==> src/rtl/rcc_pkg.sv <==
`timescale 1ns / 1ps
// ---------------------------------------------------------------------------
// rcc_pkg
// Shared types, constants and helpers of the repeated character run collapse.
// ---------------------------------------------------------------------------
package rcc_pkg;

  localparam int MAX_THRESHOLD = 16;
  localparam int MAX_RESULTS   = 30;
  localparam int THR_CAP       = (MAX_THRESHOLD < MAX_RESULTS) ? MAX_THRESHOLD : MAX_RESULTS;

  localparam int CHAR_W = 21;
  localparam int THR_W  = 5;
  localparam int CNT_W  = 5;

  localparam int Q_DEPTH = 2;
  localparam int Q_PTR_W = (Q_DEPTH > 1) ? $clog2(Q_DEPTH) : 1;
  localparam int Q_CNT_W = $clog2(Q_DEPTH + 1);

  localparam int CFG_ADDR_W = 3;
  localparam int CFG_DATA_W = 32;

  typedef enum logic [0:0] {
    REG_THRESHOLD = 1'b0,
    REG_KEEP      = 1'b1
  } rcc_reg_t;

  localparam logic [THR_W-1:0] THRESHOLD_RST = THR_W'(2);
  localparam logic             KEEP_RST      = 1'b1;

  typedef logic [CHAR_W-1:0] rcc_char_t;
  typedef logic [CNT_W-1:0]  rcc_cnt_t;

  typedef struct packed {
    logic [THR_W-1:0] threshold;
    logic             keep;
  } rcc_cfg_t;

  // one accepted character, resolved into up to two run flushes
  typedef struct packed {
    rcc_char_t a_char;
    rcc_cnt_t  a_cnt;
    rcc_char_t b_char;
    rcc_cnt_t  b_cnt;
    logic      last;
  } rcc_cmd_t;

  function automatic logic [THR_W-1:0] thr_in_use(input logic [THR_W-1:0] t);
    logic [THR_W-1:0] r;
    r = t;
    if (r == '0) r = THR_W'(1);
    if (r > THR_W'(THR_CAP)) r = THR_W'(THR_CAP);
    return r;
  endfunction

  function automatic rcc_cnt_t flush_cnt(input logic [THR_W-1:0] len,
                                         input logic [THR_W-1:0] thr,
                                         input logic             keep);
    rcc_cnt_t r;
    if (len == '0)       r = '0;
    else if (len >= thr) r = CNT_W'(1);
    else if (keep)       r = CNT_W'(len);
    else                 r = '0;
    return r;
  endfunction

endpackage

==> src/rtl/rcc_if.sv <==
`timescale 1ns / 1ps
// ---------------------------------------------------------------------------
// rcc_in_if / rcc_out_if
// Valid/ready channels for input characters and emitted results.
// ---------------------------------------------------------------------------
interface rcc_in_if;
  import rcc_pkg::*;
  logic      valid;
  logic      ready;
  rcc_char_t in_char;
  logic      text_last;

  modport source (output valid, output in_char, output text_last, input ready);
  modport sink   (input valid, input in_char, input text_last, output ready);
endinterface

interface rcc_out_if;
  import rcc_pkg::*;
  logic      valid;
  logic      ready;
  rcc_char_t out_char;
  logic      has_char;
  logic      burst_last;
  logic      text_end;

  modport source (output valid, output out_char, output has_char, output burst_last,
                  output text_end, input ready);
  modport sink   (input valid, input out_char, input has_char, input burst_last,
                  input text_end, output ready);
endinterface

==> src/rtl/rcc_front.sv <==
`timescale 1ns / 1ps
// ---------------------------------------------------------------------------
// rcc_front
// Accepts characters, tracks the open run and turns each request into a
// flush command for the queue.
// ---------------------------------------------------------------------------
module rcc_front (
  input  logic              clk,
  input  logic              rst_n,
  input  rcc_pkg::rcc_cfg_t cfg,
  rcc_in_if.sink            in_ch,
  input  logic              q_full,
  output logic              push,
  output rcc_pkg::rcc_cmd_t push_cmd
);
  import rcc_pkg::*;

  rcc_char_t        run_char_r, run_char_nxt;
  logic [THR_W-1:0] run_len_r, run_len_nxt;
  logic [THR_W-1:0] thr;
  rcc_char_t        new_char;
  logic [THR_W-1:0] new_len;

  assign in_ch.ready = !q_full;
  assign push        = in_ch.valid && !q_full;
  assign thr         = thr_in_use(cfg.threshold);

  always_comb begin
    push_cmd = '0;
    new_char = run_char_r;
    new_len  = run_len_r;
    priority if (run_len_r == '0) begin
      new_char = in_ch.in_char;
      new_len  = THR_W'(1);
    end else if (in_ch.in_char == run_char_r) begin
      if (run_len_r < thr) new_len = run_len_r + THR_W'(1);
    end else begin
      push_cmd.a_char = run_char_r;
      push_cmd.a_cnt  = flush_cnt(run_len_r, thr, cfg.keep);
      new_char        = in_ch.in_char;
      new_len         = THR_W'(1);
    end
    run_char_nxt = new_char;
    run_len_nxt  = new_len;
    if (in_ch.text_last) begin
      push_cmd.b_char = new_char;
      push_cmd.b_cnt  = flush_cnt(new_len, thr, cfg.keep);
      push_cmd.last   = 1'b1;
      run_char_nxt    = '0;
      run_len_nxt     = '0;
    end
  end

  always_ff @(posedge clk) begin
    if (!rst_n) begin
      run_char_r <= '0;
      run_len_r  <= '0;
    end else if (push) begin
      run_char_r <= run_char_nxt;
      run_len_r  <= run_len_nxt;
    end
  end

endmodule

==> src/rtl/rcc_queue.sv <==
`timescale 1ns / 1ps
// ---------------------------------------------------------------------------
// rcc_queue
// Short command queue between the front and back ends.
// ---------------------------------------------------------------------------
module rcc_queue (
  input  logic              clk,
  input  logic              rst_n,
  input  logic              push,
  input  rcc_pkg::rcc_cmd_t push_cmd,
  output logic              full,
  input  logic              pop,
  output logic              q_valid,
  output rcc_pkg::rcc_cmd_t q_cmd
);
  import rcc_pkg::*;

  rcc_cmd_t           mem_r [Q_DEPTH];
  logic [Q_PTR_W-1:0] wr_ptr_r, rd_ptr_r;
  logic [Q_CNT_W-1:0] cnt_r;

  assign full    = (cnt_r == Q_CNT_W'(Q_DEPTH));
  assign q_valid = (cnt_r != '0);
  assign q_cmd   = mem_r[rd_ptr_r];

  function automatic logic [Q_PTR_W-1:0] ptr_inc(input logic [Q_PTR_W-1:0] p);
    return (p == Q_PTR_W'(Q_DEPTH - 1)) ? '0 : p + Q_PTR_W'(1);
  endfunction

  always_ff @(posedge clk) begin
    if (push) mem_r[wr_ptr_r] <= push_cmd;
  end

  always_ff @(posedge clk) begin
    if (!rst_n) begin
      wr_ptr_r <= '0;
      rd_ptr_r <= '0;
      cnt_r    <= '0;
    end else begin
      if (push) wr_ptr_r <= ptr_inc(wr_ptr_r);
      if (pop)  rd_ptr_r <= ptr_inc(rd_ptr_r);
      if (push && !pop)      cnt_r <= cnt_r + Q_CNT_W'(1);
      else if (pop && !push) cnt_r <= cnt_r - Q_CNT_W'(1);
    end
  end

endmodule

==> src/rtl/rcc_back.sv <==
`timescale 1ns / 1ps
// ---------------------------------------------------------------------------
// rcc_back
// Expands queued flush commands into result requests, one per cycle while
// the output is ready, through a registered output stage.
// ---------------------------------------------------------------------------
module rcc_back (
  input  logic              clk,
  input  logic              rst_n,
  input  logic              q_valid,
  input  rcc_pkg::rcc_cmd_t q_cmd,
  output logic              pop,
  rcc_out_if.source         out_ch
);
  import rcc_pkg::*;

  logic      cur_valid_r, cur_valid_nxt;
  rcc_cmd_t  cur_r, cur_nxt;
  logic      out_valid_r, out_valid_nxt;
  rcc_char_t out_char_r, out_char_nxt;
  logic      has_char_r, has_char_nxt;
  logic      burst_last_r, burst_last_nxt;
  logic      text_end_r, text_end_nxt;

  logic emit_a, emit_b, emit_m, emit_any, slot_free, advance, final_res, retire;

  assign emit_a    = cur_valid_r && (cur_r.a_cnt != '0);
  assign emit_b    = cur_valid_r && !emit_a && (cur_r.b_cnt != '0);
  assign emit_m    = cur_valid_r && !emit_a && !emit_b && cur_r.last;
  assign emit_any  = emit_a || emit_b || emit_m;
  assign slot_free = !out_valid_r || out_ch.ready;
  assign advance   = cur_valid_r && (!emit_any || slot_free);
  assign final_res = emit_a ? (cur_r.a_cnt == CNT_W'(1)) && (cur_r.b_cnt == '0)
                   : emit_b ? (cur_r.b_cnt == CNT_W'(1))
                   : 1'b1;
  assign retire    = advance && final_res;
  assign pop       = q_valid && (!cur_valid_r || retire);

  always_comb begin
    cur_valid_nxt  = cur_valid_r;
    cur_nxt        = cur_r;
    out_valid_nxt  = out_valid_r;
    out_char_nxt   = out_char_r;
    has_char_nxt   = has_char_r;
    burst_last_nxt = burst_last_r;
    text_end_nxt   = text_end_r;

    if (advance) begin
      if (emit_a)      cur_nxt.a_cnt = cur_r.a_cnt - CNT_W'(1);
      else if (emit_b) cur_nxt.b_cnt = cur_r.b_cnt - CNT_W'(1);
    end
    if (pop) begin
      cur_valid_nxt = 1'b1;
      cur_nxt       = q_cmd;
    end else if (retire) begin
      cur_valid_nxt = 1'b0;
    end

    if (slot_free) begin
      out_valid_nxt  = advance && emit_any;
      out_char_nxt   = emit_a ? cur_r.a_char : (emit_b ? cur_r.b_char : '0);
      has_char_nxt   = emit_a || emit_b;
      burst_last_nxt = final_res;
      text_end_nxt   = final_res && cur_r.last;
    end
  end

  always_ff @(posedge clk) begin
    if (!rst_n) begin
      cur_valid_r <= 1'b0;
      out_valid_r <= 1'b0;
    end else begin
      cur_valid_r <= cur_valid_nxt;
      out_valid_r <= out_valid_nxt;
    end
  end

  always_ff @(posedge clk) begin
    cur_r        <= cur_nxt;
    out_char_r   <= out_char_nxt;
    has_char_r   <= has_char_nxt;
    burst_last_r <= burst_last_nxt;
    text_end_r   <= text_end_nxt;
  end

  assign out_ch.valid      = out_valid_r;
  assign out_ch.out_char   = out_char_r;
  assign out_ch.has_char   = has_char_r;
  assign out_ch.burst_last = burst_last_r;
  assign out_ch.text_end   = text_end_r;

endmodule

==> src/rtl/repeated_char_run_collapse.sv <==
`timescale 1ns / 1ps
// ---------------------------------------------------------------------------
// repeated_char_run_collapse
// Path: first result of a request passes the queue, the command register
// and the output register. Throughput: one result per cycle while out_ch is
// ready; a 2-entry command queue decouples intake.
// Reset: synchronous active-low; clears run state, queue and output valid,
// threshold resets to 2 and keep to 1.
// ---------------------------------------------------------------------------
module repeated_char_run_collapse (
  input  logic                                clk,
  input  logic                                rst_n,
  rcc_in_if.sink                              in_ch,
  rcc_out_if.source                           out_ch,
  input  logic                                psel,
  input  logic                                penable,
  input  logic                                pwrite,
  input  logic [rcc_pkg::CFG_ADDR_W-1:0]      paddr,
  input  logic [rcc_pkg::CFG_DATA_W-1:0]      pwdata,
  output logic [rcc_pkg::CFG_DATA_W-1:0]      prdata,
  output logic                                pready
);
  import rcc_pkg::*;

  rcc_cfg_t cfg_r, cfg_nxt;
  rcc_reg_t reg_sel;
  logic     cfg_wr;
  logic     push, q_full, pop, q_valid;
  rcc_cmd_t push_cmd, q_cmd;

  assign pready  = 1'b1;
  assign reg_sel = rcc_reg_t'(paddr[2]);
  assign cfg_wr  = psel && penable && pwrite && pready;

  always_comb begin
    cfg_nxt = cfg_r;
    if (cfg_wr) begin
      unique case (reg_sel)
        REG_THRESHOLD: cfg_nxt.threshold = pwdata[THR_W-1:0];
        REG_KEEP:      cfg_nxt.keep      = pwdata[0];
        default:       cfg_nxt           = cfg_r;
      endcase
    end
  end

  always_comb begin
    prdata = '0;
    unique case (reg_sel)
      REG_THRESHOLD: prdata = CFG_DATA_W'(cfg_r.threshold);
      REG_KEEP:      prdata = CFG_DATA_W'(cfg_r.keep);
      default:       prdata = '0;
    endcase
  end

  always_ff @(posedge clk) begin
    if (!rst_n) begin
      cfg_r.threshold <= THRESHOLD_RST;
      cfg_r.keep      <= KEEP_RST;
    end else begin
      cfg_r <= cfg_nxt;
    end
  end

  rcc_front u_front (
    .clk      (clk),
    .rst_n    (rst_n),
    .cfg      (cfg_r),
    .in_ch    (in_ch),
    .q_full   (q_full),
    .push     (push),
    .push_cmd (push_cmd)
  );

  rcc_queue u_queue (
    .clk      (clk),
    .rst_n    (rst_n),
    .push     (push),
    .push_cmd (push_cmd),
    .full     (q_full),
    .pop      (pop),
    .q_valid  (q_valid),
    .q_cmd    (q_cmd)
  );

  rcc_back u_back (
    .clk     (clk),
    .rst_n   (rst_n),
    .q_valid (q_valid),
    .q_cmd   (q_cmd),
    .pop     (pop),
    .out_ch  (out_ch)
  );

  // empty end marker carries no character and closes both burst and text
  a_marker_form: assert property (@(posedge clk) disable iff (!rst_n)
    (out_ch.valid && !out_ch.has_char) |->
      (out_ch.out_char == '0) && out_ch.burst_last && out_ch.text_end)
    else $error("end marker malformed");

  a_text_end_closes_burst: assert property (@(posedge clk) disable iff (!rst_n)
    (out_ch.valid && out_ch.text_end) |-> out_ch.burst_last)
    else $error("text_end without burst_last");

  a_cfg_write_lands: assert property (@(posedge clk) disable iff (!rst_n)
    (cfg_wr && (reg_sel == REG_THRESHOLD)) |=>
      (cfg_r.threshold == $past(pwdata[THR_W-1:0])))
    else $error("threshold write lost");

  a_in_ready_queue: assert property (@(posedge clk) disable iff (!rst_n)
    in_ch.ready == !q_full)
    else $error("intake ready disagrees with queue level");

endmodule

==> src/flat_wrapper.sv <==
// flat-port wrapper written by rule: the top's interface ports become plain ports
module repeated_char_run_collapse_flat import rcc_pkg::*;
  (clk, rst_n, psel, penable, pwrite, paddr, pwdata, prdata, pready, in_ch_valid, in_ch_in_char, in_ch_text_last, in_ch_ready, out_ch_valid, out_ch_out_char, out_ch_has_char, out_ch_burst_last, out_ch_text_end, out_ch_ready);
  rcc_in_if in_ch_i ();
  rcc_out_if out_ch_i ();
  input  logic clk;
  input  logic rst_n;
  input  logic psel;
  input  logic penable;
  input  logic pwrite;
  input  logic [rcc_pkg::CFG_ADDR_W-1:0] paddr;
  input  logic [rcc_pkg::CFG_DATA_W-1:0] pwdata;
  output logic [rcc_pkg::CFG_DATA_W-1:0] prdata;
  output logic pready;
  input wire logic [$bits(in_ch_i.valid)-1:0] in_ch_valid;
  input wire logic [$bits(in_ch_i.in_char)-1:0] in_ch_in_char;
  input wire logic [$bits(in_ch_i.text_last)-1:0] in_ch_text_last;
  output wire logic [$bits(in_ch_i.ready)-1:0] in_ch_ready;
  output wire logic [$bits(out_ch_i.valid)-1:0] out_ch_valid;
  output wire logic [$bits(out_ch_i.out_char)-1:0] out_ch_out_char;
  output wire logic [$bits(out_ch_i.has_char)-1:0] out_ch_has_char;
  output wire logic [$bits(out_ch_i.burst_last)-1:0] out_ch_burst_last;
  output wire logic [$bits(out_ch_i.text_end)-1:0] out_ch_text_end;
  input wire logic [$bits(out_ch_i.ready)-1:0] out_ch_ready;
  assign in_ch_i.valid = in_ch_valid;
  assign in_ch_i.in_char = in_ch_in_char;
  assign in_ch_i.text_last = in_ch_text_last;
  assign in_ch_ready = in_ch_i.ready;
  assign out_ch_valid = out_ch_i.valid;
  assign out_ch_out_char = out_ch_i.out_char;
  assign out_ch_has_char = out_ch_i.has_char;
  assign out_ch_burst_last = out_ch_i.burst_last;
  assign out_ch_text_end = out_ch_i.text_end;
  assign out_ch_i.ready = out_ch_ready;
  repeated_char_run_collapse u_core (.clk(clk), .rst_n(rst_n), .in_ch(in_ch_i), .out_ch(out_ch_i), .psel(psel), .penable(penable), .pwrite(pwrite), .paddr(paddr), .pwdata(pwdata), .prdata(prdata), .pready(pready));
endmodule
==> config.mk <==
export PLATFORM = sky130hd
export DESIGN_NAME = repeated_char_run_collapse_flat
export DESIGN_NICKNAME = d
export VERILOG_FILES = /design/src/rtl/rcc_pkg.sv /design/src/rtl/rcc_if.sv /design/src/rtl/rcc_front.sv /design/src/rtl/rcc_queue.sv /design/src/rtl/rcc_back.sv /design/src/rtl/repeated_char_run_collapse.sv /design/src/flat_wrapper.sv
export SDC_FILE = /design/constraint.sdc
export NUM_CORES = 1
export LEC_CHECK = 0
export ABC_CLOCK_PERIOD_IN_PS = 4200
export BUFFER_PORTS_ARGS = -buffer_cell sky130_fd_sc_hd__buf_2
export CAP_MARGIN = 15
export CORE_ASPECT_RATIO = 0.5
export CORE_MARGIN = 1
export CORE_UTILIZATION = 58
export DETAILED_ROUTE_END_ITERATION = 6
export GPL_TIMING_DRIVEN = 0
export PLACE_DENSITY = 0.9
export RECOVER_POWER = 25
export SLEW_MARGIN = 20
export SYNTH_ARGS = -nofsm -noshare
export SYNTH_HDL_FRONTEND = slang
export SYNTH_SLANG_ARGS = --single-unit
==> constraint.sdc <==
create_clock -name clk -period 4.2 [get_ports clk]
set_clock_uncertainty 0.1 [all_clocks]
set_input_delay 0.42 -clock clk [delete_from_list [all_inputs] [get_ports clk]]
set_output_delay 0.42 -clock clk [all_outputs]
set_load 0.02 [all_outputs]
; Word level (Yosys, flattened, before mapping)
; Memory sizes are Yosys's and may differ from the RTL's. A register that Yosys moved wholly into a read port is not among the register bits.
; Index checks and enable logic that the tools add are counted.
[totals]
output_inout_bits = 59
regBits = 115
inputBits = 64
word_cells = 119
ramBits = 106
mem_count = 1
[op_classes]
bitwise = 1
n_lt_le_gt_ge = 4
muxes = 38
n_reduce_logical = 45
add_sub_neg = 7
n_eq_ne = 5
[mem_list]
columns = memory, depth, width, read_ports, rd_ports_with_merged_regs, write_ports, line
row1 = u_core.u_queue.mem_r, 2, 53, 1, 1, 1, rcc_queue.sv:18  ; rcc_cmd_t mem_r [Q_DEPTH];
[op_table]
columns = operator, count
row1 = 21-bit 2-to-1 mux, 5
row2 = 5-bit 2-to-1 mux, 16
row3 = 32-bit one-hot mux with 2 select lines, 1
row4 = 26-bit 2-to-1 mux, 2
row5 = 32-bit 2-to-1 mux, 1
row6 = 27-bit 2-to-1 mux, 1
row7 = 21-bit equality test, 1
row8 = 5-bit logical NOT, 4
row9 = 1-bit logical AND, 16
row10 = 2-bit nonzero test, 6
row11 = "5-bit by 1-bit equality test with 1-bit output, second input constant", 2
row12 = 5-bit >= comparator, 2
row13 = 1-bit 2-to-1 mux, 10
row14 = 5-bit nonzero test, 2
row15 = "5-bit by 1-bit subtractor with 5-bit output, second input constant", 2
row16 = 1-bit logical NOT, 8
row17 = 2-bit AND reduction, 3
row18 = "5-bit by 1-bit adder with 5-bit output, second input constant", 1
row19 = "5-bit > comparator, second input constant", 1
row20 = 1-bit logical OR, 5
row21 = 5-bit less-than comparator, 1
row22 = 2-bit 2-to-1 mux, 2
row23 = 3-bit AND reduction, 1
row24 = "1-bit adder, second input constant", 2
row25 = other kinds (5), 5

; Logic depth before layout (Yosys ltp)
[depth]
word_depth = 18
mapped_depth = 14
ltp_nobuf = 13

; By module
; Synthesis repeated with hierarchy kept, for this count alone.
[unflattened]
hier_cells = 693
area_unflattened_um2 = 9794.4
[modules_own_cells]
columns = mod, seq_area_each_um2, instances, area_each_um2, cells_each
row1 = rcc_queue, 3283.1, 1, 4062.6, 187
row2 = rcc_back, 2352.3, 1, 3057.9, 167
row3 = rcc_front, 520.5, 1, 2142.1, 276
row4 = repeated_char_run_collapse, 120.1, 1, 531.8, 63

; Least setup slack after synthesis
; Ideal clock, no wire load.
[synth_path]
path_kind = reg-to-reg
from = reg u_core.u_queue.cnt_r[0]
to = mem u_core.u_queue.mem_r[0][0] (netlist name), enable pin
required_time_ns = 3.636
path_slack_ns = 0.208
stages_incl_launch_ff = 6
synth_period_minus_slack_ns = 3.992
setup_ns = 0.464
n_path_buf = 2
arrival_time_ns = 3.428
cell_sequence = dfxtp_1 > nand2b_1 > nand2_1 > clkbuf_1 > clkbuf_1 > nor2_1
[synth_via]
elab_chain_cells = 5
[synth_rtl]
columns = element, line
row1 = "start, declared", rcc_queue.sv:20  ; logic [Q_CNT_W-1:0] cnt_r;
row2 = "start signal, assigned", rcc_queue.sv:42  ; if (push && !pop) cnt_r <= cnt_r + Q_CNT_W'(1);
row3 = "start signal, assigned", rcc_queue.sv:43  ; else if (pop && !push) cnt_r <= cnt_r - Q_CNT_W'(1);
row4 = 2-bit equality test, rcc_queue.sv:22  ; assign full = (cnt_r == Q_CNT_W'(Q_DEPTH));
row5 = 1-bit logical NOT, --
row6 = named net in_ch_ready, flat_wrapper.sv:18  ; output wire logic [$bits(in_ch_i.ready)-1:0] in_ch_ready;
row7 = 1-bit logical AND, rcc_front.sv:25  ; assign push = in_ch.valid && !q_full;
row8 = 1-bit 2-to-1 mux, rcc_queue.sv:31  ; if (push) mem_r[wr_ptr_r] <= push_cmd;
row9 = 1-bit 2-to-1 mux (not written as such), rcc_queue.sv:31
row10 = "end, declared", rcc_queue.sv:18
; The timed path passes the listed nets, and every way through them passes these cells.

==> impl_metrics.env <==
export IMPL_rsz0062_at_grt="no"
export IMPL_syn_avg_cell_area_sq_um=14.0
export IMPL_setup_tns_ns=0
export IMPL_placed_area_sq_um=10300
export IMPL_clock_power_share_pct=29.3
export IMPL_hold_viol=0
export IMPL_met2_length_mm=10.3
export IMPL_initial_utilization_pct=60.7
export IMPL_crit_fanout=8
export IMPL_grt_pass1_wl_mm=32.9
export IMPL_power_density_nw_per_um2=639
export IMPL_cts_buffer_depth=3
export IMPL_path_clk_slew_ns=0.06
export IMPL_fin_cells=1034
export IMPL_dr_wl_met3_mm=1.79
export IMPL_synth_cells=683
export IMPL_nFillCells=999
export IMPL_cp_end_kind="flip-flop"
export IMPL_grt_overflow_total=0
export IMPL_path_class="flip-flop to flip-flop"
export IMPL_cp_endpoint="u_core.u_queue.mem_r[0][5]"
export IMPL_post_place_ws_ns=0.332
export IMPL_dp_cells=997
export IMPL_fin_crit_ns=3.81
export IMPL_ys_ff_latch=222
export IMPL_layout_worst_path_cycle_share_pct=90.7
export IMPL_dr_total_vias=5981
export IMPL_ys_flop_type="edfxtp_1"
export IMPL_drt_initial_drc_count=587
export IMPL_start_kind="flip-flop"
export IMPL_final_setup_worst_slack_ns=0.392
export IMPL_slew_headroom_pct=13.3
export IMPL_port_buffers=65
export IMPL_async_reset_ff_share_pct=0
export IMPL_viasPerCell=5.78
export IMPL_post_route_cells_drive_above_1_share_pct=18.5
export IMPL_ant_nets=0
export IMPL_final_core_util_pct=69.9
export IMPL_cts_setup_buffers=0
export IMPL_die_y_um=92.8
export IMPL_cp_required_ns=4.33
export IMPL_total_power_mw=7.05
export IMPL_switching_share_pct=29.4
export IMPL_synth_warnings=0
export IMPL_root_buffer="clkbuf_16"
export IMPL_grt_max_degree=54
export IMPL_rr_worst_depth=13
export IMPL_numCtsBuffers=20
export IMPL_first_global_vias=6140
export IMPL_worst_pin_slew_ns=1.30
export IMPL_maxSlewViolCount=0
export IMPL_wl_met1_mm=8.13
export IMPL_r2r_end="u_core.u_queue.mem_r[0][5]"
export IMPL_wl_per_cell_um=20.3
export IMPL_p_int_mw=4.98
export IMPL_post_route_cell_area_sq_um=11000
export IMPL_boundaryPins=123
export IMPL_antenna_found_initial=1
export IMPL_design_die_area_sq_um=17100
export IMPL_top_layer_used="met4"
export IMPL_synth_edf_count=183
export IMPL_setup_viol=0
export IMPL_drv_cap=0
export IMPL_layout_nets=879
export IMPL_drcViolationCount=0
export IMPL_status="finished, final reports clean"
export IMPL_switching_power_mw=2.07
export IMPL_multi_input_area_sq_um=2990
export IMPL_hold_class="input port to flip-flop"
export IMPL_ys_types=50
export IMPL_dr_pass1_iters=5
export IMPL_grt_use_total_pct=25.6
export IMPL_fp_row_count=32
export IMPL_cts_sinks=222
export IMPL_p_leak_nw=4.01
export IMPL_hold_buffers=0
export IMPL_ir_drop_mv=0.393
export IMPL_hold_slack_ns=0.0480
export IMPL_area_growth_pct=15.2
export IMPL_r2r_start="u_core.cfg_r[5]"
export IMPL_cts_tree="yes"
export IMPL_r2r_setup_slack_ns=0.39
export IMPL_h_tree_depth=1
export IMPL_maxClockFrequency_ghz=0.263
export IMPL_core_sq_um=15800
export IMPL_p_seq_share_pct=47.0
export IMPL_dp_final_hpwl_mm=13.1
export IMPL_post_cts_resize_count=0
export IMPL_p_comb_share_pct=23.7
export IMPL_regArea_sq_um=6280
export IMPL_place_congestion=0.876
export IMPL_routed_wl_mm=21.0
export IMPL_chipWidth_um=184
export IMPL_crit_arrival_ns=3.93
export IMPL_netlist_area_sq_um=9570
export IMPL_seq_area_frac_synth_pct=65.6
export IMPL_clk_latency_ns=0.51
export IMPL_crit_start="u_core.cfg_r[5]"
[sequential cells by signal (all words and copies together), names as in the netlist, named ones only]
signal / flops
u_core.u_queue.mem_r: 106
u_core.u_back.cur_r: 53
u_core.u_back.out_ch.out_char: 21
u_core.u_front.run_char_r: 21
u_core.cfg_r: 6
u_core.u_front.run_len_r: 5
u_core.u_queue.cnt_r: 2
u_core.u_back.cur_valid_r: 1
u_core.u_back.out_ch.burst_last: 1
u_core.u_back.out_ch.has_char: 1
u_core.u_back.out_ch.text_end: 1
u_core.u_back.out_ch.valid: 1
u_core.u_queue.rd_ptr_r: 1
u_core.u_queue.wr_ptr_r: 1
[synth_stat cells (all sizes together), types with 9 or more instances]
master	n	share of area (%)
buf	35	2.6
nand2	39	1.5
nand3b	22	1.7
mux2i	28	2.9
a22o	21	1.9
nor2	24	1.0
xnor2	27	2.5
and2	47	3.1
dfxtp	39	8.2
nand4	9	0.59
ha	17	2.2
a21oi	31	1.6
clkbuf	25	0.98
inv	14	0.55
mux2	44	5.2
edfxtp	183	57
[power by group through the flow]
| stage | Sequential (mW) | Combinational (mW) | Clock [mW] |
|---|---|---|---|
| after global routing | 3.35 | 1.79 | 2.16 |
| final | 3.31 | 1.67 | 2.07 |
| after global placement | 3.32 | 1.54 | 0 |
| after CTS | 3.30 | 1.70 | 2.07 |
| after detailed placement | 3.34 | 1.66 | 0 |
| after floorplan | 3.43 | 1.05 | 0 |
[final cells by class]
| class | instances | area share [%] |
|---|---|---|
| sequential | 222 | 56.9 |
| multi-input combinational | 413 | 27.1 |
| clock buffer | 25 | 4.71 |
| buffer | 60 | 3.14 |
| timing repair buffer | 67 | 3.10 |
| tap | 221 | 2.51 |
| clock inverter | 11 | 2.03 |
| inverter | 14 | 0.476 |
| antenna | 1 | 0.0227 |
[critical path, stage by stage, from the launching register on]
cell	delay, ns
dfxtp_1	0.34
inv_1	0.13
nand2_1	0.11
ha_1	0.32
a21oi_1	0.25
o221a_2	0.23
clkbuf_1	0.32
xnor2_1	0.16
and3_1	0.25
ha_1	0.25
nand2b_1	0.14
a211oi_1	0.22
o21ai_1	0.21
nor4_1	0.50
[kinds of logic after synthesis]
family	synth area share (%)
DFF	65.6
and+or+nand+nor	10.9
AOI/OAI and AO/OA	5.89
buffers and inverters	4.17
muxes	8.10
xor gates and xnor gates	3.11
adders and majority gates	2.22
other	0.0785
[metal layers]
layer  up-vias  global-route usage [%]
met5         -                       0
met4         0                    10.4
met3        74                    5.03
met2       352                    44.4
met1      2866                    31.9
li1       2689                       -
[how the worst min path moves through the flow]
stage,to,slack (ns),cells past startpoint,from
floorplan,flip-flop,0.35,2,u_core.u_queue.rd_ptr_r
global placement,flip-flop,0.36,2,u_core.u_queue.rd_ptr_r
detailed placement,u_core.u_front.run_char_r[2],0.37,2,u_core.u_front.run_char_r[2]
CTS,u_core.cfg_r[2],0.05,3,pwdata[1]
global route,u_core.cfg_r[2],0.06,3,pwdata[1]
finish,u_core.cfg_r[2],0.05,3,pwdata[1]
[layout by cell type, fill, tap and decap left out, types with 4 or more instances in the layout]
master	n
mux2_2	43
and2_1	25
o21ai_0	5
mux2i_1	28
nor4_1	5
nand4_1	9
dfxtp_1	39
xor2_1	7
edfxtp_1	183
nand2b_1	4
buf_4	28
a21oi_1	31
bufinv_16	6
o211ai_1	4
ha_1	17
nor2b_1	4
conb_1	28
nor3_1	6
nand2_1	39
nand3b_1	22
clkbuf_16	20
nand3_1	6
or3_1	7
nor2_1	22
buf_2	34
buf_1	6
o31ai_1	4
xnor2_1	27
clkbuf_1	61
and2_0	21
a22o_1	21
inv_1	14
Note: power is estimated with default switching activity, not from simulation.
